`src/design/rrfp_pkg.sv`:
```
// ----------------------------------------------------------------------------
// rrfp_pkg
// shared types and constants for the register response frame parser
// ----------------------------------------------------------------------------
package rrfp_pkg;

  localparam int DEF_MAX_DATA_BYTES = 32;

  localparam logic [7:0] HDR0      = 8'hEE;
  localparam logic [7:0] HDR1      = 8'h16;
  localparam logic [7:0] CMD_READ  = 8'h00;
  localparam logic [7:0] CMD_WRITE = 8'h01;

  localparam logic [1:0] STAT_VALUE   = 2'd0;
  localparam logic [1:0] STAT_ACK     = 2'd1;
  localparam logic [1:0] STAT_NOVAL   = 2'd2;
  localparam logic [1:0] STAT_TOOLONG = 2'd3;

  typedef enum logic [3:0] {
    PH_HUNT0,
    PH_HUNT1,
    PH_ID,
    PH_LEN,
    PH_CMD,
    PH_BODY,
    PH_SKIP,
    PH_EMIT_RD,
    PH_EMIT_LD
  } phase_t;

  // one result handed to the output register
  typedef struct packed {
    logic        load;
    logic [1:0]  status;
    logic [15:0] value;
    logic        last;
  } rrfp_res_t;

endpackage

```
`src/design/rrfp_store.sv`:
```
// ----------------------------------------------------------------------------
// rrfp_store
// payload buffer: 16-bit words with byte lane writes, registered read
// ----------------------------------------------------------------------------
module rrfp_store
  import rrfp_pkg::*;
#(
  parameter int MAX_DATA_BYTES = DEF_MAX_DATA_BYTES,
  localparam int WORDS  = (MAX_DATA_BYTES + 1) / 2,
  localparam int ADDR_W = (WORDS > 1) ? $clog2(WORDS) : 1
) (
  input  logic                clk,
  input  logic                wr_en,
  input  logic [ADDR_W-1:0]   wr_addr,
  input  logic                wr_hi,
  input  logic [7:0]          wr_byte,
  input  logic                rd_en,
  input  logic [ADDR_W-1:0]   rd_addr,
  output logic [15:0]         rd_data
);

  logic [15:0] mem_r [WORDS];
  logic [15:0] rd_data_r;

  always_ff @(posedge clk) begin
    if (wr_en) begin
      if (wr_hi) begin
        mem_r[wr_addr][15:8] <= wr_byte;
      end else begin
        mem_r[wr_addr][7:0] <= wr_byte;
      end
    end
  end

  // read data holds when no read is issued
  always_ff @(posedge clk) begin
    if (rd_en) begin
      rd_data_r <= mem_r[rd_addr];
    end
  end

  assign rd_data = rd_data_r;

endmodule

```
`src/design/rrfp_parser.sv`:
```
// ----------------------------------------------------------------------------
// rrfp_parser
// frame sequencer: header hunt, field decode, checksum, buffer fill and readout
// ----------------------------------------------------------------------------
module rrfp_parser
  import rrfp_pkg::*;
#(
  parameter int MAX_DATA_BYTES = DEF_MAX_DATA_BYTES,
  localparam int WORDS  = (MAX_DATA_BYTES + 1) / 2,
  localparam int ADDR_W = (WORDS > 1) ? $clog2(WORDS) : 1
) (
  input  logic              clk,
  input  logic              rst_n,
  input  logic              in_valid,
  input  logic [7:0]        in_rx_byte,
  output logic              in_stall,
  input  logic [7:0]        device_id,
  input  logic              out_free,
  output rrfp_res_t         res,
  output logic              mem_wr_en,
  output logic [ADDR_W-1:0] mem_wr_addr,
  output logic              mem_wr_hi,
  output logic              mem_rd_en,
  output logic [ADDR_W-1:0] mem_rd_addr,
  input  logic [15:0]       mem_rd_data
);

  phase_t     phase_r, phase_nxt;
  logic [7:0] len_r, len_nxt;
  logic       is_write_r, is_write_nxt;
  logic [7:0] cnt_r, cnt_nxt;
  logic [7:0] sum_r, sum_nxt;
  logic       id_mis_r, id_mis_nxt;
  logic [6:0] idx_r, idx_nxt;

  logic       accept;
  logic       emitting;
  logic [7:0] sum_add;
  logic [8:0] cnt_inc;
  logic [8:0] body_total;
  logic       body_last;
  logic       sum_ok;
  logic [6:0] nval;
  logic [7:0] data_idx;
  logic       store_ok;
  logic       idx_last;
  logic       reject;
  logic       too_long;
  logic       skip_done;

  assign emitting   = (phase_r == PH_EMIT_RD) || (phase_r == PH_EMIT_LD);
  assign in_stall   = emitting || !out_free;
  assign accept     = in_valid && !in_stall;

  assign sum_add    = sum_r + in_rx_byte;
  assign cnt_inc    = {1'b0, cnt_r} + 9'd1;
  assign body_total = is_write_r ? 9'd4 : {1'b0, len_r};
  assign body_last  = cnt_inc >= body_total;
  assign sum_ok     = in_rx_byte == sum_r;
  assign nval       = 7'((len_r - 8'd3) >> 1);
  assign data_idx   = cnt_r - 8'd2;
  assign store_ok   = !is_write_r && (cnt_r >= 8'd2) &&
                      ({1'b0, data_idx} < 9'(MAX_DATA_BYTES));
  assign idx_last   = ({1'b0, idx_r} + 8'd1) == {1'b0, nval};
  assign reject     = ((in_rx_byte != CMD_READ) && (in_rx_byte != CMD_WRITE)) ||
                      id_mis_r || ((in_rx_byte == CMD_READ) && (len_r < 8'd3));
  assign too_long   = {1'b0, len_r} > 9'(MAX_DATA_BYTES + 3);
  assign skip_done  = cnt_inc[7:0] >= len_r;

  // next state and datapath
  always_comb begin
    phase_nxt    = phase_r;
    len_nxt      = len_r;
    is_write_nxt = is_write_r;
    cnt_nxt      = cnt_r;
    sum_nxt      = sum_r;
    id_mis_nxt   = id_mis_r;
    idx_nxt      = idx_r;
    case (phase_r)
      PH_HUNT0: begin
        if (accept && (in_rx_byte == HDR0)) begin
          phase_nxt = PH_HUNT1;
        end
      end
      PH_HUNT1: begin
        if (accept) begin
          if (in_rx_byte == HDR1) begin
            phase_nxt = PH_ID;
          end else if (in_rx_byte != HDR0) begin
            phase_nxt = PH_HUNT0;
          end
        end
      end
      PH_ID: begin
        if (accept) begin
          id_mis_nxt = (device_id != 8'd0) && (in_rx_byte != device_id);
          sum_nxt    = in_rx_byte;
          phase_nxt  = PH_LEN;
        end
      end
      PH_LEN: begin
        if (accept) begin
          len_nxt   = in_rx_byte;
          sum_nxt   = sum_add;
          phase_nxt = PH_CMD;
        end
      end
      PH_CMD: begin
        if (accept) begin
          sum_nxt = sum_add;
          cnt_nxt = 8'd0;
          if (reject) begin
            phase_nxt = PH_HUNT0;
          end else begin
            is_write_nxt = (in_rx_byte == CMD_WRITE);
            if ((in_rx_byte != CMD_WRITE) && too_long) begin
              phase_nxt = PH_SKIP;
            end else begin
              phase_nxt = PH_BODY;
            end
          end
        end
      end
      PH_SKIP: begin
        if (accept) begin
          cnt_nxt = cnt_inc[7:0];
          if (skip_done) begin
            phase_nxt = PH_HUNT0;
          end
        end
      end
      PH_BODY: begin
        if (accept) begin
          if (body_last) begin
            phase_nxt = PH_HUNT0;
            if (sum_ok && !is_write_r && (len_r >= 8'd4) && (nval != 7'd0)) begin
              idx_nxt   = 7'd0;
              phase_nxt = PH_EMIT_RD;
            end
          end else begin
            sum_nxt = sum_add;
            cnt_nxt = cnt_inc[7:0];
          end
        end
      end
      PH_EMIT_RD: begin
        phase_nxt = PH_EMIT_LD;
      end
      PH_EMIT_LD: begin
        if (out_free) begin
          if (idx_last) begin
            phase_nxt = PH_HUNT0;
          end else begin
            idx_nxt   = idx_r + 7'd1;
            phase_nxt = PH_EMIT_RD;
          end
        end
      end
      default: begin
        phase_nxt = PH_HUNT0;
      end
    endcase
  end

  // results and buffer accesses
  always_comb begin
    res         = '0;
    mem_wr_en   = 1'b0;
    mem_wr_addr = data_idx[ADDR_W:1];
    mem_wr_hi   = data_idx[0];
    mem_rd_en   = 1'b0;
    mem_rd_addr = idx_r[ADDR_W-1:0];
    case (phase_r)
      PH_SKIP: begin
        if (accept && skip_done) begin
          res.load   = 1'b1;
          res.status = STAT_TOOLONG;
          res.last   = 1'b1;
        end
      end
      PH_BODY: begin
        if (accept && body_last && sum_ok) begin
          if (is_write_r) begin
            res.load   = 1'b1;
            res.status = STAT_ACK;
            res.last   = 1'b1;
          end else if ((len_r >= 8'd4) && (nval == 7'd0)) begin
            res.load   = 1'b1;
            res.status = STAT_NOVAL;
            res.last   = 1'b1;
          end
        end
        if (accept && !body_last && store_ok) begin
          mem_wr_en = 1'b1;
        end
      end
      PH_EMIT_RD: begin
        mem_rd_en = 1'b1;
      end
      PH_EMIT_LD: begin
        if (out_free) begin
          res.load   = 1'b1;
          res.status = STAT_VALUE;
          res.value  = mem_rd_data;
          res.last   = idx_last;
        end
      end
      default: begin
        res = '0;
      end
    endcase
  end

  always_ff @(posedge clk) begin
    if (!rst_n) begin
      phase_r    <= PH_HUNT0;
      len_r      <= 8'd0;
      is_write_r <= 1'b0;
      cnt_r      <= 8'd0;
      sum_r      <= 8'd0;
      id_mis_r   <= 1'b0;
      idx_r      <= 7'd0;
    end else begin
      phase_r    <= phase_nxt;
      len_r      <= len_nxt;
      is_write_r <= is_write_nxt;
      cnt_r      <= cnt_nxt;
      sum_r      <= sum_nxt;
      id_mis_r   <= id_mis_nxt;
      idx_r      <= idx_nxt;
    end
  end

endmodule

```
`src/design/register_response_frame_parser_top.sv`:
```
// ----------------------------------------------------------------------------
// register_response_frame_parser_top
// deframer for register response frames with an 8-bit additive checksum
// ----------------------------------------------------------------------------
// usage:
//   in_*  : one received byte per transfer (in_valid / in_stall)
//   out_* : one result per transfer: status, signed 16-bit value, last flag
//   cfg_* : cfg_wr_en writes cfg_device_id; zero accepts any responder id
// throughput and result timing:
//   while a frame streams in and the output slot is free, one byte is taken
//   every cycle; a result for an ack, a too-long frame or an empty read is
//   registered and shows up in the cycle after the checksum byte
//   after a good read frame with values, input is held off while the buffer
//   is read out: for each value one payload memory read, then one load of the
//   output register
// stall behavior:
//   the output register parts the channels; a byte is taken while a result
//   waits as long as the receiver is taking it in the same cycle, otherwise
//   in_stall rises and the parser holds
// reset:
//   synchronous, active low; back to hunting the first header byte, device id
//   cleared, output empty; the payload buffer is not cleared (it is always
//   written before it is read within a frame)
// ----------------------------------------------------------------------------
module register_response_frame_parser_top
  import rrfp_pkg::*;
#(
  parameter int MAX_DATA_BYTES = DEF_MAX_DATA_BYTES
) (
  input  logic               clk,
  input  logic               rst_n,
  // byte input
  input  logic               in_valid,
  input  logic [7:0]         in_rx_byte,
  output logic               in_stall,
  // results
  output logic               out_valid,
  input  logic               out_stall,
  output logic [1:0]         out_status,
  output logic signed [15:0] out_value,
  output logic               out_last,
  // configuration
  input  logic               cfg_wr_en,
  input  logic [7:0]         cfg_device_id
);

  localparam int WORDS  = (MAX_DATA_BYTES + 1) / 2;
  localparam int ADDR_W = (WORDS > 1) ? $clog2(WORDS) : 1;

  logic              device_id_r;
  logic [7:0]        dev_id_r;
  logic              out_valid_r;
  logic [1:0]        out_status_r;
  logic [15:0]       out_value_r;
  logic              out_last_r;
  logic              out_free;
  rrfp_res_t         res;

  logic              mem_wr_en;
  logic [ADDR_W-1:0] mem_wr_addr;
  logic              mem_wr_hi;
  logic              mem_rd_en;
  logic [ADDR_W-1:0] mem_rd_addr;
  logic [15:0]       mem_rd_data;

  // device id register; the user writes it only while idle, the block itself does not enforce this
  always_ff @(posedge clk) begin
    if (!rst_n) begin
      dev_id_r    <= 8'd0;
      device_id_r <= 1'b0;
    end else if (cfg_wr_en) begin
      dev_id_r    <= cfg_device_id;
      device_id_r <= (cfg_device_id != 8'd0);
    end
  end

  // output slot frees up when empty or drained this cycle
  assign out_free = !out_valid_r || !out_stall;

  rrfp_parser #(
    .MAX_DATA_BYTES(MAX_DATA_BYTES)
  ) u_parser (
    .clk         (clk),
    .rst_n       (rst_n),
    .in_valid    (in_valid),
    .in_rx_byte  (in_rx_byte),
    .in_stall    (in_stall),
    .device_id   (device_id_r ? dev_id_r : 8'd0),
    .out_free    (out_free),
    .res         (res),
    .mem_wr_en   (mem_wr_en),
    .mem_wr_addr (mem_wr_addr),
    .mem_wr_hi   (mem_wr_hi),
    .mem_rd_en   (mem_rd_en),
    .mem_rd_addr (mem_rd_addr),
    .mem_rd_data (mem_rd_data)
  );

  // payload buffer; writes come only during the frame body and reads only
  // afterwards, so the same word is never written and read in one cycle
  rrfp_store #(
    .MAX_DATA_BYTES(MAX_DATA_BYTES)
  ) u_store (
    .clk     (clk),
    .wr_en   (mem_wr_en),
    .wr_addr (mem_wr_addr),
    .wr_hi   (mem_wr_hi),
    .wr_byte (in_rx_byte),
    .rd_en   (mem_rd_en),
    .rd_addr (mem_rd_addr),
    .rd_data (mem_rd_data)
  );

  // output register
  always_ff @(posedge clk) begin
    if (!rst_n) begin
      out_valid_r <= 1'b0;
    end else if (res.load) begin
      out_valid_r <= 1'b1;
    end else if (!out_stall) begin
      out_valid_r <= 1'b0;
    end
  end

  always_ff @(posedge clk) begin
    if (res.load) begin
      out_status_r <= res.status;
      out_value_r  <= res.value;
      out_last_r   <= res.last;
    end
  end

  assign out_valid  = out_valid_r;
  assign out_status = out_status_r;
  assign out_value  = out_value_r;
  assign out_last   = out_last_r;

endmodule

```
`config.mk`:
```
export PLATFORM = sky130hd
export DESIGN_NAME = register_response_frame_parser_top
export DESIGN_NICKNAME = d
export VERILOG_FILES = /design/src/design/rrfp_pkg.sv /design/src/design/rrfp_store.sv /design/src/design/rrfp_parser.sv /design/src/design/register_response_frame_parser_top.sv
export SDC_FILE = /design/constraint.sdc
export NUM_CORES = 1
export LEC_CHECK = 0
export CAP_MARGIN = 10
export CORE_MARGIN = 2
export CORE_UTILIZATION = 45
export CTS_BUF_LIST = sky130_fd_sc_hd__clkbuf_16
export CTS_CLUSTER_SIZE = 12
export DETAILED_ROUTE_END_ITERATION = 8
export DONT_BUFFER_PORTS = 1
export SETUP_SLACK_MARGIN = 0.1
export SLEW_MARGIN = 20
export SYNTH_ARGS = -nofsm -noshare
export SYNTH_HDL_FRONTEND = slang
export SYNTH_SLANG_ARGS = --single-unit
```
`constraint.sdc`:
```
create_clock -name clk -period 5 [get_ports clk]
set_input_delay 1 -clock clk [delete_from_list [all_inputs] [get_ports clk]]
set_output_delay 1 -clock clk [all_outputs]
set_load 0.05 [all_outputs]
```
==> results.md, run 1 <==
* Peak VDD IR at 0.259 mV
* Synth cell types at 72
* Crit Path Category: reg2reg
* TNS Setup at 0 ns
* Pre-antenna DRT Iters at 5
* Top post-synthesis cells by count: edfxtp_1 (291), mux4_2 (80), nor2_1 (80), dfxtp_1 (47), nand2_1 (41)
* CP delay by family, top: simple AND/OR/NAND/NOR gates
* Final Cycle Share at 87.4%
* Power Dens Cells at 350 nW/um^2
* Inserted Clock Buffers at 37
* Syn Area/Cell at 15.5 sq um
* F_max at 0.229 GHz
* Yosys top cell area share at 58.9%
* Ranking of synthesized cells by area: edfxtp_1 (59%), mux4_2 (12%), dfxtp_1 (6.3%), ha_1 (2.1%), nor2_1 (2.0%)
* # diodes at 0
* Worst path bufs/invs at 0
* FF+latch count, synth at 338
* Cell row count at 66
* Clk buf depth at 3
* Hold Slack at 0.503 ns
* Relative slew margins at 33.7%
* Crit-path cells: ha_1 > nand3_1 > xnor2_1 > ha_1 > a21o_1 > a221oi_2 > o221ai_2 > a211oi_1 > nor2b_1 > nand3_1 > nor2_1
* Die area at 34400 sq um
* Slowest stage cell, crit path: nor2_1
* Post-CTS Hold Buffers at 0
* Cell Count, Final, Fillers Out at 1420
* DRC Markers at 0
* Post-synthesis cell count at 954
* DR iter-0 viols at 763
* Largest net degree at the start of global routing at 65
* Die height at 186 um
* Drt via density at 5.86
* Period minus WS final at 4.37 ns
* Initial antenna violation count at 1
* Prevailing post-synth register cell: edfxtp_1
* Number of port buffers at 0
* Max-Cap Viols at 0
* Status: completed
* Yosys warns at 0
* Psw at 1.20 mW
* Wire per inst at 23.4 um
* Post-synth EDFFs at 291
* CP max stage delay at 0.60 ns
* Core ar. at 32500 sq um
* Clk slew on worst S/H paths at 0.06 ns
* LEAKAGE at 5.28 nW
* Comb pwr share at 3.1%
* Crit-path max FO at 9
* Asr flop ratio synth at 0%
* Sw Ratio at 20.9%
* Crit path setup slack, layout at 0.632 ns
* Largest area contributor in the netlist: edfxtp_1
* Post-layout util at 50.4%
* Total clock sinks at 338
* Clock Latency Late Sink at 0.52 ns
* Seq/Total Area, Yosys at 65.3%
* Via Count at 8318
* Final #Nets at 999
* Slew of the pin with the lowest slew margin at 0.995 ns
* Syn Nets at 1001
* Worst clock skew at 0.0152 ns
* Ports at 42
* Data required, critical path at 5.15 ns
* Grt total ovfl at 0
* DP HPWL at 21.3 mm
* All-layer global routing usage at 20.0%
* Share of cells above drive strength 1 at 16.6%
* GPL Wtd Cong at 0.866
* Die Span X at 186 um
* Post-CTS resize count at 0
* CTS tree: built
* Slew Viols, Final at 0
* CTS root buffer: clkbuf_16
* Area growth syn-to-layout at 10.3%
* Flop pwr share at 54.3%
* First-pass GRT wire length at 50.9 mm
* P_int at 4.53 mW
* Count leader, synth: edfxtp_1
* Starting Density at 45.7%
* Vias in the first global route at 8124
* Placed cell count at 1355
* Number of routed nets with antenna violations at 0
* Worst hold path class: reg2reg
* Area of the mapped netlist at 14800 sq um
* Unrepaired setup endpoints after global routing: no
* H-Tree Depth at 2
* DRT Wirelength at 33.2 mm
* Final Hold Viols at 0
* Crit end category: flip-flop
* Pre-CTS setup slack at 0.634 ns
* Arrival @ worst endpoint at 4.52 ns
* Final Setup Violations at 0
* Startpoint types: flip-flop
* # Post-CTS Setup Buffers at 0
* Clock Power Share at 42.6%
## cell usage in the layout, fill, tap and decap left out, drive strengths merged, types with 7 or more instances in the layout
master,n
a211oi,8
a21oi,29
and2,7
and3,23
buf,11
clkbuf,38
clkinv,12
dfxtp,47
edfxtp,291
ha,25
inv,36
mux2i,23
mux4,80
nand2,41
nand2b,9
nand3,14
nor2,82
nor2b,11
nor3,20
nor4,10
o21ai,25
or3,7
xnor2,18
xor2,9
## layout make-up
class                      instances  area, sq um
multi-input combinational        542         4860
inverter                          22         82.6
tap                              442          553
sequential                       338         9680
fill                            2711        16100
clock inverter                    27          146
timing repair buffer              11         82.6
clock buffer                      38          951
## routing by layer
layer,vias to the layer above,track usage (%),wire length [um]
met4,0,3.97,503
li1,3779,-,-
met5,-,0,0
met1,4255,28.3,14800
met2,247,32.2,15900
met3,37,4.15,1990
## final timing paths
kind / slack (ns) / from / cells after the start / endpoint
hold reg to reg: 0.50 / u_parser.sum_r[2] / 2 / u_parser.sum_r[2]
hold / removal: 0.50 / u_parser.sum_r[2] / 2 / u_parser.sum_r[2]
setup reg to reg: 0.63 / u_parser.cnt_r[0] / 11 / u_store.mem_r[6][2]
setup / recovery: 0.63 / u_parser.cnt_r[0] / 11 / u_store.mem_r[6][2]
## registers in the layout, indices dropped and copies added, names as in the netlist
| register | flops |
|---|---|
| out_last | 1 |
| u_store.mem_r | 256 |
| u_parser.idx_r | 7 |
| out_value | 16 |
| device_id_r | 1 |
| u_parser.id_mis_r | 1 |
| out_status | 2 |
| u_parser.sum_r | 8 |
| out_valid | 1 |
| dev_id_r | 8 |
| u_parser.is_write_r | 1 |
| u_store.rd_data | 16 |
| u_parser.phase_r | 4 |
| u_parser.cnt_r | 8 |
| u_parser.len_r | 8 |
## power groups by stage
stage	registers, mW	logic [mW]	clock network [mW]
6_report	3.11	0.178	2.44
5_1_grt	3.12	0.202	2.62
4_1_cts	3.11	0.178	2.50
3_5_place_dp	3.17	0.177	0
3_3_place_gp	3.17	0.176	0
2_1_floorplan	3.15	0.161	0
## logic make-up (layout without fill, tap and decap cells)
logic type / after synthesis / after routing / share of synthesized area (%)
muxes: 104 / 104 / 13.8
AOI/OAI and AO/OA: 123 / 123 / 5.88
adders and majority gates: 26 / 26 / 2.24
and+or+nand+nor: 262 / 262 / 9.24
buffers and inverters: 74 / 98 / 1.97
DFF: 338 / 338 / 65.3
xor gates and xnor gates: 27 / 27 / 1.59
## tightest hold or removal path, delay by kind of cell (launching register included)
| family | cells | cell delay, ns |
|---|---|---|
| and+or+nand+nor | 1 | 0.07 |
| DFF | 1 | 0.33 |
| muxes | 1 | 0.07 |
## stage by stage
stage | instance area (sq um) | power, mW
floorplan | 14800 | 3.31
global route | 16400 | 5.93
detailed placement | 15300 | 3.35
CTS | 16400 | 5.79
finish | 16400 | 5.73
global placement | 15300 | 3.35
Note: power is estimated with default switching activity, not from simulation.
==> inputs of run 2 (changes only) <==
- CAP_MARGIN: 10 -> 20
- CORE_MARGIN: 2 -> 10
- SYNTH_HIERARCHICAL: not set -> 1
==> run 2 against run 1 <==
Critical path depth is 2 higher. Global-route usage shrank 3.5 points. Combinational power down 30%. Clock-buffer cell count unchanged. Maximum frequency down 5.5%. Clock skew rose by 0.0099 ns. Largest power group unchanged. Highest routed layer unchanged.
==> results.md, run 2 <==
* Status: completed
* Asr flop ratio synth at 0% (unchanged)
* Fraction of synthesized area in multiplexers at 11.8% (-1.9 points)
* Clock Power Share at 43.8% (+1.2 points)
* Seq/Total Area, Yosys at 64.9% (-0.38 points)
* DR iter-0 viols at 746 (-2.2%)
* Commonest non-fill, non-tap cell in the layout: edfxtp_1
* # diodes at 0 (unchanged)
* Total power at 5.70 mW (-0.57%)
* FF-to-FF path depth at 13 (+2)
* Flop pwr share at 54.1% (-0.2 points)
* Share of cells above drive strength 1 at 15.1% (-1.5 points)
* Crit Path Category: reg2reg
* CP delay by family, top: simple AND/OR/NAND/NOR gates
* Vias in the first global route at 8426 (+3.7%)
* Yosys warns at 6 (+6)
* Top post-synthesis cells by count: edfxtp_1 (291), nor2_1 (91), mux4_2 (52), dfxtp_1 (47), nand2_1 (45)
* Worst clock skew at 0.0251 ns (+0.00986 ns)
* Final Hold Viols at 0 (unchanged)
* Count leader, synth: edfxtp_1
* Synth Area in Compound Gates at 6.50% (+0.62 points)
* Syn Area/Cell at 15.2 sq um (-2.1%)
* Flop2flop setup slack at 0.38 ns (-0.25 ns)
* Final #Nets at 1038 (+3.9%)
* Grt total ovfl at 0 (unchanged)
* Hold Path Stages at 2 (unchanged)
* Via Count at 8492 (+2.1%)
* Drt via density at 5.83 (-0.43%)
* FF+latch count, synth at 338 (unchanged)
* Syn Nets at 1029 (+2.8%)
* Post-synthesis simple-gate area fraction at 9.27% (+0.030 points)
* Comb pwr share at 2.2% (-0.9 points)
* Max-Cap Viols at 0 (unchanged)
* # Post-CTS Setup Buffers at 0 (unchanged)
* Worst path bufs/invs at 1 (+1)
* Startpoint types: flip-flop
* DRC Markers at 0 (unchanged)
* Arrival @ worst endpoint at 4.77 ns (+0.25 ns)
* CTS root buffer: clkbuf_16
* Number of port buffers at 0 (unchanged)
* Crit-path max FO at 12 (+3)
* Wire per inst at 23.3 um (-0.59%)
* Slew Viols, Final at 0 (unchanged)
* Core ar. at 32600 sq um (+0.51%)
* Area growth syn-to-layout at 10.6%
* Slowest stage cell, crit path: nor2_1
* Post-synthesis cell count at 980 (+2.7%)
* Largest reg by FF count: u_store/mem_r
* Yosys top cell area share at 58.6% (-0.34 points)
* Total clock sinks at 338 (unchanged)
* Inserted Clock Buffers at 37 (unchanged)
* Die height at 202 um (+8.9%)
* H-Tree Depth at 2 (unchanged)
* Power Dens Cells at 345 nW/um^2 (-1.3%)
* Number of routed nets with antenna violations at 0 (unchanged)
* Ports at 42 (unchanged)
* Crit end category: flip-flop
* Unrepaired setup endpoints after global routing: yes
* Final Cycle Share at 92.4% (+5.0 points)
* Largest area contributor in the netlist: edfxtp_1
* Synth cell types at 75 (+4.2%)
* CTS tree: built
* Pre-CTS setup slack at 0.375 ns (-0.259 ns)
* Prevailing post-synth register cell: edfxtp_1
* Crit path setup slack, layout at 0.380 ns (-0.252 ns)
* Peak VDD IR at 0.198 mV (-24%)
* Post-CTS resize count at 0 (unchanged)
* Largest family of logic cells by synthesized area: multiplexers
* Relative slew margins at 38.5% (+4.8 points)
* Slew of the pin with the lowest slew margin at 0.923 ns (-0.0720 ns)
* Die Span X at 202 um (+8.9%)
* DP HPWL at 21.3 mm (+0.37%)
* Period minus WS final at 4.62 ns (+0.252 ns)
* Final Setup Violations at 0 (unchanged)
* Crit path depth at 13 (+2)
* Sw Ratio at 20.1% (-0.82 points)
* Area of the mapped netlist at 14900 sq um (+0.58%)
* Post-CTS Hold Buffers at 0 (unchanged)
* Pre-antenna DRT Iters at 4 (-1)
* Data required, critical path at 5.15 ns (about the same)
* All-layer global routing usage at 16.5% (-3.5 points)
* CP max stage delay at 0.59 ns (about the same)
* Worst hold path class: reg2reg
* Number of flip-flops in the largest register at 256 (unchanged)
* Post-synth EDFFs at 291 (unchanged)
* GPL Wtd Cong at 0.856 (-1.2%)
* P_int at 4.55 mW (+0.46%)
* XOR/XNOR share of the synthesized area at 2.29% (+0.70 points)
* Die area at 40800 sq um (+19%)
* Ranking of synthesized cells by area: edfxtp_1 (59%), mux4_2 (7.9%), dfxtp_1 (6.3%), nor2_1 (2.3%), ha_1 (2.3%)
* Clk buf depth at 3 (unchanged)
* Most frequent cells in the layout: edfxtp_1 (291), nor2_1 (85), mux4_2 (52), nand2_1 (45), dfxtp_1 (45)
* Synth Area in Adders at 2.47% (+0.22 points)
* Starting Density at 45.7% (about the same)
* Largest net degree at the start of global routing at 49 (-25%)
* Cell row count at 66 (unchanged)
* Hold Slack at 0.508 ns (+0.00496 ns)
* Psw at 1.14 mW (-4.5%)
* Clock Latency Late Sink at 0.53 ns (about the same)
* Crit-path cells: ha_1 > nand3_4 > xnor2_1 > ha_1 > a211oi_1 > o21ai_0 > a31oi_4 > o21ai_0 > a2111oi_0 > buf_4 > nor2b_1 > nand2_1 > nor2_1
* Clk slew on worst S/H paths at 0.06 ns (about the same)
* DRT Wirelength at 33.9 mm (+1.9%)
* F_max at 0.216 GHz (-5.5%)
* LEAKAGE at 5.47 nW (+3.7%)
* First-pass GRT wire length at 52.1 mm (+2.5%)
* Initial antenna violation count at 0 (-1)
[run 2: changes by cell type in the layout (fill, tap and decap cells not counted), sizes merged, moves of 8 or more]
cell    before  now
a22oi        4   32
buf         11   28
mux4        80   64
xnor2       18   33
a21oi       29   19
nor2        82   92
nand2b       9   17
[run 2: path summary, 6_finish.rpt]
check	endpoint	start
hold reg to reg	u_parser/sum_r[5]	u_parser/sum_r[5]
hold / removal	u_parser/sum_r[5]	u_parser/sum_r[5]
setup reg to reg	u_store/mem_r[0][0]	u_parser/cnt_r[0]
setup / recovery	u_store/mem_r[0][0]	u_parser/cnt_r[0]
[run 2: final cells by class]
type                            count  area (sq um)
Fill cell                        2694         16100
Sequential cell                   338          9680
Multi-Input combinational cell    563          4850
Clock buffer                       38           951
Tap cell                          442           553
Timing Repair Buffer               28           210
Clock inverter                     26           164
Inverter                           21          78.8
[run 2: cells by family (layout without fill, tap and decap cells)]
logic type / after synthesis / after routing
DFF: 338 / 338
AOI/OAI and AO/OA: 129 / 129
buffers and inverters: 79 / 113
adders and majority gates: 29 / 29
muxes: 92 / 92
xor gates and xnor gates: 39 / 39
and+or+nand+nor: 274 / 274
[run 2: worst min-delay path, stage by stage, from the launching register on]
cell	delay (ns)
dfxtp_1	0.31
nor2_1	0.10
a211oi_1	0.05
[run 2: through the flow]
step	cell area, sq um	util, %	setup TNS (ns)	instances
3_3_place_gp	15400	47.1	0	1392
4_1_cts	16500	50.5	0	1456
5_1_grt	16500	50.5	-3.33	1456
6_report	16500	50.5	0	1456
3_5_place_dp	15400	47.1	0	1392
2_1_floorplan	14900	-	0	980
[run 2: per-layer routing]
layer / vias to the layer above / track usage, % / wire [um]
met5: - / 0 / 0
met4: 0 / 4.75 / 648
met3: 45 / 3.33 / 2300
met2: 301 / 25.5 / 15600
met1: 4316 / 23.2 / 15300
li1: 3830 / - / -
[run 2: power by group through the flow]
stage	Combinational, mW	Sequential [mW]	Clock, mW
floorplan	0.109	3.13	0
global placement	0.122	3.14	0
detailed placement	0.123	3.14	0
CTS	0.124	3.08	2.55
global route	0.139	3.08	2.68
finish	0.124	3.08	2.49
==> inputs of run 3 (changes only) <==
- CAP_MARGIN: 20 -> not set
- MAX_ROUTING_LAYER: not set -> met4
- SKIP_LAST_GASP: not set -> 1
==> run 3 against run 2 <==
Sequential share of layout area did not move. Hold slack is the same. Total power is essentially flat. Utilization is the same. Via count is essentially flat. Flip-flop and latch count unchanged. Routed wire length decreased by 0.19%. Combinational power is essentially flat. Non-clock buffer count unchanged. Die area unchanged. Critical path type unchanged. Critical endpoint is now u_store/mem_r[15][5]. Largest cell class unchanged. Highest routed layer unchanged.
==> results.md, run 3 (synthesis results as in run 2) <==
* Max-Cap Viols at 0 (unchanged)
* Arrival @ worst endpoint at 4.75 ns (-0.02 ns)
* Worst clock skew at 0.0244 ns (-0.000637 ns)
* Number of flip-flops in the largest register at 256 (unchanged)
* Data required, critical path at 5.15 ns (about the same)
* Unrepaired setup endpoints after global routing: yes
* Peak VDD IR at 0.199 mV (+0.74%)
* Comb pwr share at 2.2% (about the same)
* All-layer global routing usage at 17.0% (+0.49 points)
* R2r endpoint: u_store/mem_r[15][5]
* Clock Power Share at 43.8% (about the same)
* Area growth syn-to-layout at 10.6% (unchanged)
* Ports at 42 (unchanged)
* Worst path bufs/invs at 1 (unchanged)
* Die height at 202 um (unchanged)
* Clk buf depth at 3 (unchanged)
* Slew Viols, Final at 0 (unchanged)
* Starting Density at 45.7% (unchanged)
* Via Count at 8494 (+0.024%)
* Hold Slack at 0.508 ns (unchanged)
* P_int at 4.55 mW (about the same)
* Flop pwr share at 54.1% (about the same)
* Post-CTS Hold Buffers at 0 (unchanged)
* Clock Latency Late Sink at 0.53 ns (about the same)
* CP max stage delay at 0.58 ns (about the same)
* Startpoint types: flip-flop
* CTS root buffer: clkbuf_16
* Filler cells at 2694 (unchanged)
* Grt total ovfl at 0 (unchanged)
* Die Span X at 202 um (unchanged)
* Crit path depth at 13 (unchanged)
* Crit path capture: u_store/mem_r[15][5]
* Slew of the pin with the lowest slew margin at 0.918 ns (-0.00497 ns)
* Final #Nets at 1038 (unchanged)
* Relative slew margins at 38.8% (+0.33 points)
* Number of routed nets with antenna violations at 0 (unchanged)
* # diodes at 0 (unchanged)
* Crit-path cells: ha_1 > nand3_4 > xnor2_1 > ha_1 > a211oi_1 > o21ai_0 > a31oi_4 > o21ai_0 > a2111oi_0 > buf_4 > nor2b_1 > nand3_1 > nor2_1
* Crit-path max FO at 12 (unchanged)
* # Post-CTS Setup Buffers at 0 (unchanged)
* DRT Wirelength at 33.8 mm (-0.19%)
* Worst hold path class: reg2reg
* Drt via density at 5.83 (about the same)
* DR iter-0 viols at 732 (-1.9%)
* Crit Path Category: reg2reg
* Flop2flop setup slack at 0.40 ns (+0.02 ns)
* DRC Markers at 0 (unchanged)
* Status: completed
* Crit path from: u_parser/cnt_r[0]
* Final Cycle Share at 92.0% (-0.39 points)
* Total clock sinks at 338 (unchanged)
* Inserted Clock Buffers at 37 (unchanged)
* Total power at 5.70 mW (about the same)
* LEAKAGE at 5.47 nW (unchanged)
* Wire per inst at 23.2 um (-0.19%)
* Pre-antenna DRT Iters at 5 (+1)
* Most frequent cells in the layout: edfxtp_1 (291), nor2_1 (85), mux4_2 (52), nand2_1 (45), dfxtp_1 (45)
* Largest net degree at the start of global routing at 49 (unchanged)
* DP HPWL at 21.3 mm (unchanged)
* Crit end category: flip-flop
* FF-to-FF path depth at 13 (unchanged)
* Final Setup Violations at 0 (unchanged)
* Largest reg by FF count: u_store/mem_r
* Final Hold Viols at 0 (unchanged)
* H-Tree Depth at 2 (unchanged)
* F_max at 0.217 GHz (+0.42%)
* Number of port buffers at 0 (unchanged)
* FF-to-FF Start: u_parser/cnt_r[0]
* Share of cells above drive strength 1 at 15.1% (unchanged)
* Vias in the first global route at 8408 (-0.21%)
* Initial antenna violation count at 0 (unchanged)
* GPL Wtd Cong at 0.870 (+1.6%)
* Psw at 1.14 mW (about the same)
* Period minus WS final at 4.60 ns (-0.0193 ns)
* First-pass GRT wire length at 52.2 mm (about the same)
* Core ar. at 32600 sq um (unchanged)
* Cell row count at 66 (unchanged)
* Power Dens Cells at 346 nW/um^2 (about the same)
* Die area at 40800 sq um (unchanged)
* CP delay by family, top: simple AND/OR/NAND/NOR gates
* Commonest non-fill, non-tap cell in the layout: edfxtp_1
* Sw Ratio at 20.1% (about the same)
* Clk slew on worst S/H paths at 0.06 ns (about the same)
* Post-CTS resize count at 0 (unchanged)
* CTS tree: built
* Slowest stage cell, crit path: dfxtp_1
## run 3: power by group through the flow
stage	combinational, mW	clock, mW	sequential [mW]
2_1_floorplan	0.109	0	3.13
3_3_place_gp	0.122	0	3.14
3_5_place_dp	0.123	0	3.14
4_1_cts	0.124	2.55	3.08
5_1_grt	0.139	2.68	3.08
6_report	0.124	2.49	3.08
## run 3: tightest hold or removal path, stage by stage, from the launching register on
cell,delay [ns]
dfxtp_1,0.31
nor2_1,0.10
a211oi_1,0.05
## run 3: worst min-delay path by stage
stage	start	endpoint	cells past startpoint
2_1_floorplan	u_parser/id_mis_r	u_parser/id_mis_r	2
3_3_place_gp	dev_id_r[0]	dev_id_r[0]	2
3_5_place_dp	u_parser/sum_r[5]	u_parser/sum_r[5]	2
4_1_cts	u_parser/sum_r[5]	u_parser/sum_r[5]	2
5_1_grt	u_parser/sum_r[4]	u_parser/sum_r[4]	2
6_report	u_parser/sum_r[5]	u_parser/sum_r[5]	2
## run 3: cell type report
class / instances / area, sq um / area share (%)
sequential: 338 / 9680 / 58.7
multi-input combinational: 563 / 4850 / 29.4
clock buffer: 38 / 951 / 5.77
tap: 442 / 553 / 3.35
timing repair buffer: 28 / 210 / 1.27
clock inverter: 26 / 164 / 0.994
inverter: 21 / 78.8 / 0.478
## run 3: routing by layer
layer | vias up | GRT usage [%] | part of all wire (%)
met3 | 50 | 3.42 | 6.6
met5 | - | - | 0
met2 | 300 | 25.5 | 46
li1 | 3825 | - | -
met4 | 0 | 4.75 | 2.0
met1 | 4319 | 23.2 | 45
## run 3: stage by stage
| step | setup WS, ns | utilization [%] | area [sq um] | instances | TNS [ns] |
|---|---|---|---|---|---|
| 6_report | 0.400 | 50.5 | 16500 | 1456 | 0 |
| 3_5_place_dp | 0.375 | 47.1 | 15400 | 1392 | 0 |
| 3_3_place_gp | 0.320 | 47.1 | 15400 | 1392 | 0 |
| 2_1_floorplan | 1.00 | - | 14900 | 980 | 0 |
| 4_1_cts | 0.359 | 50.5 | 16500 | 1456 | 0 |
| 5_1_grt | -0.0944 | 50.5 | 16500 | 1456 | -3.38 |
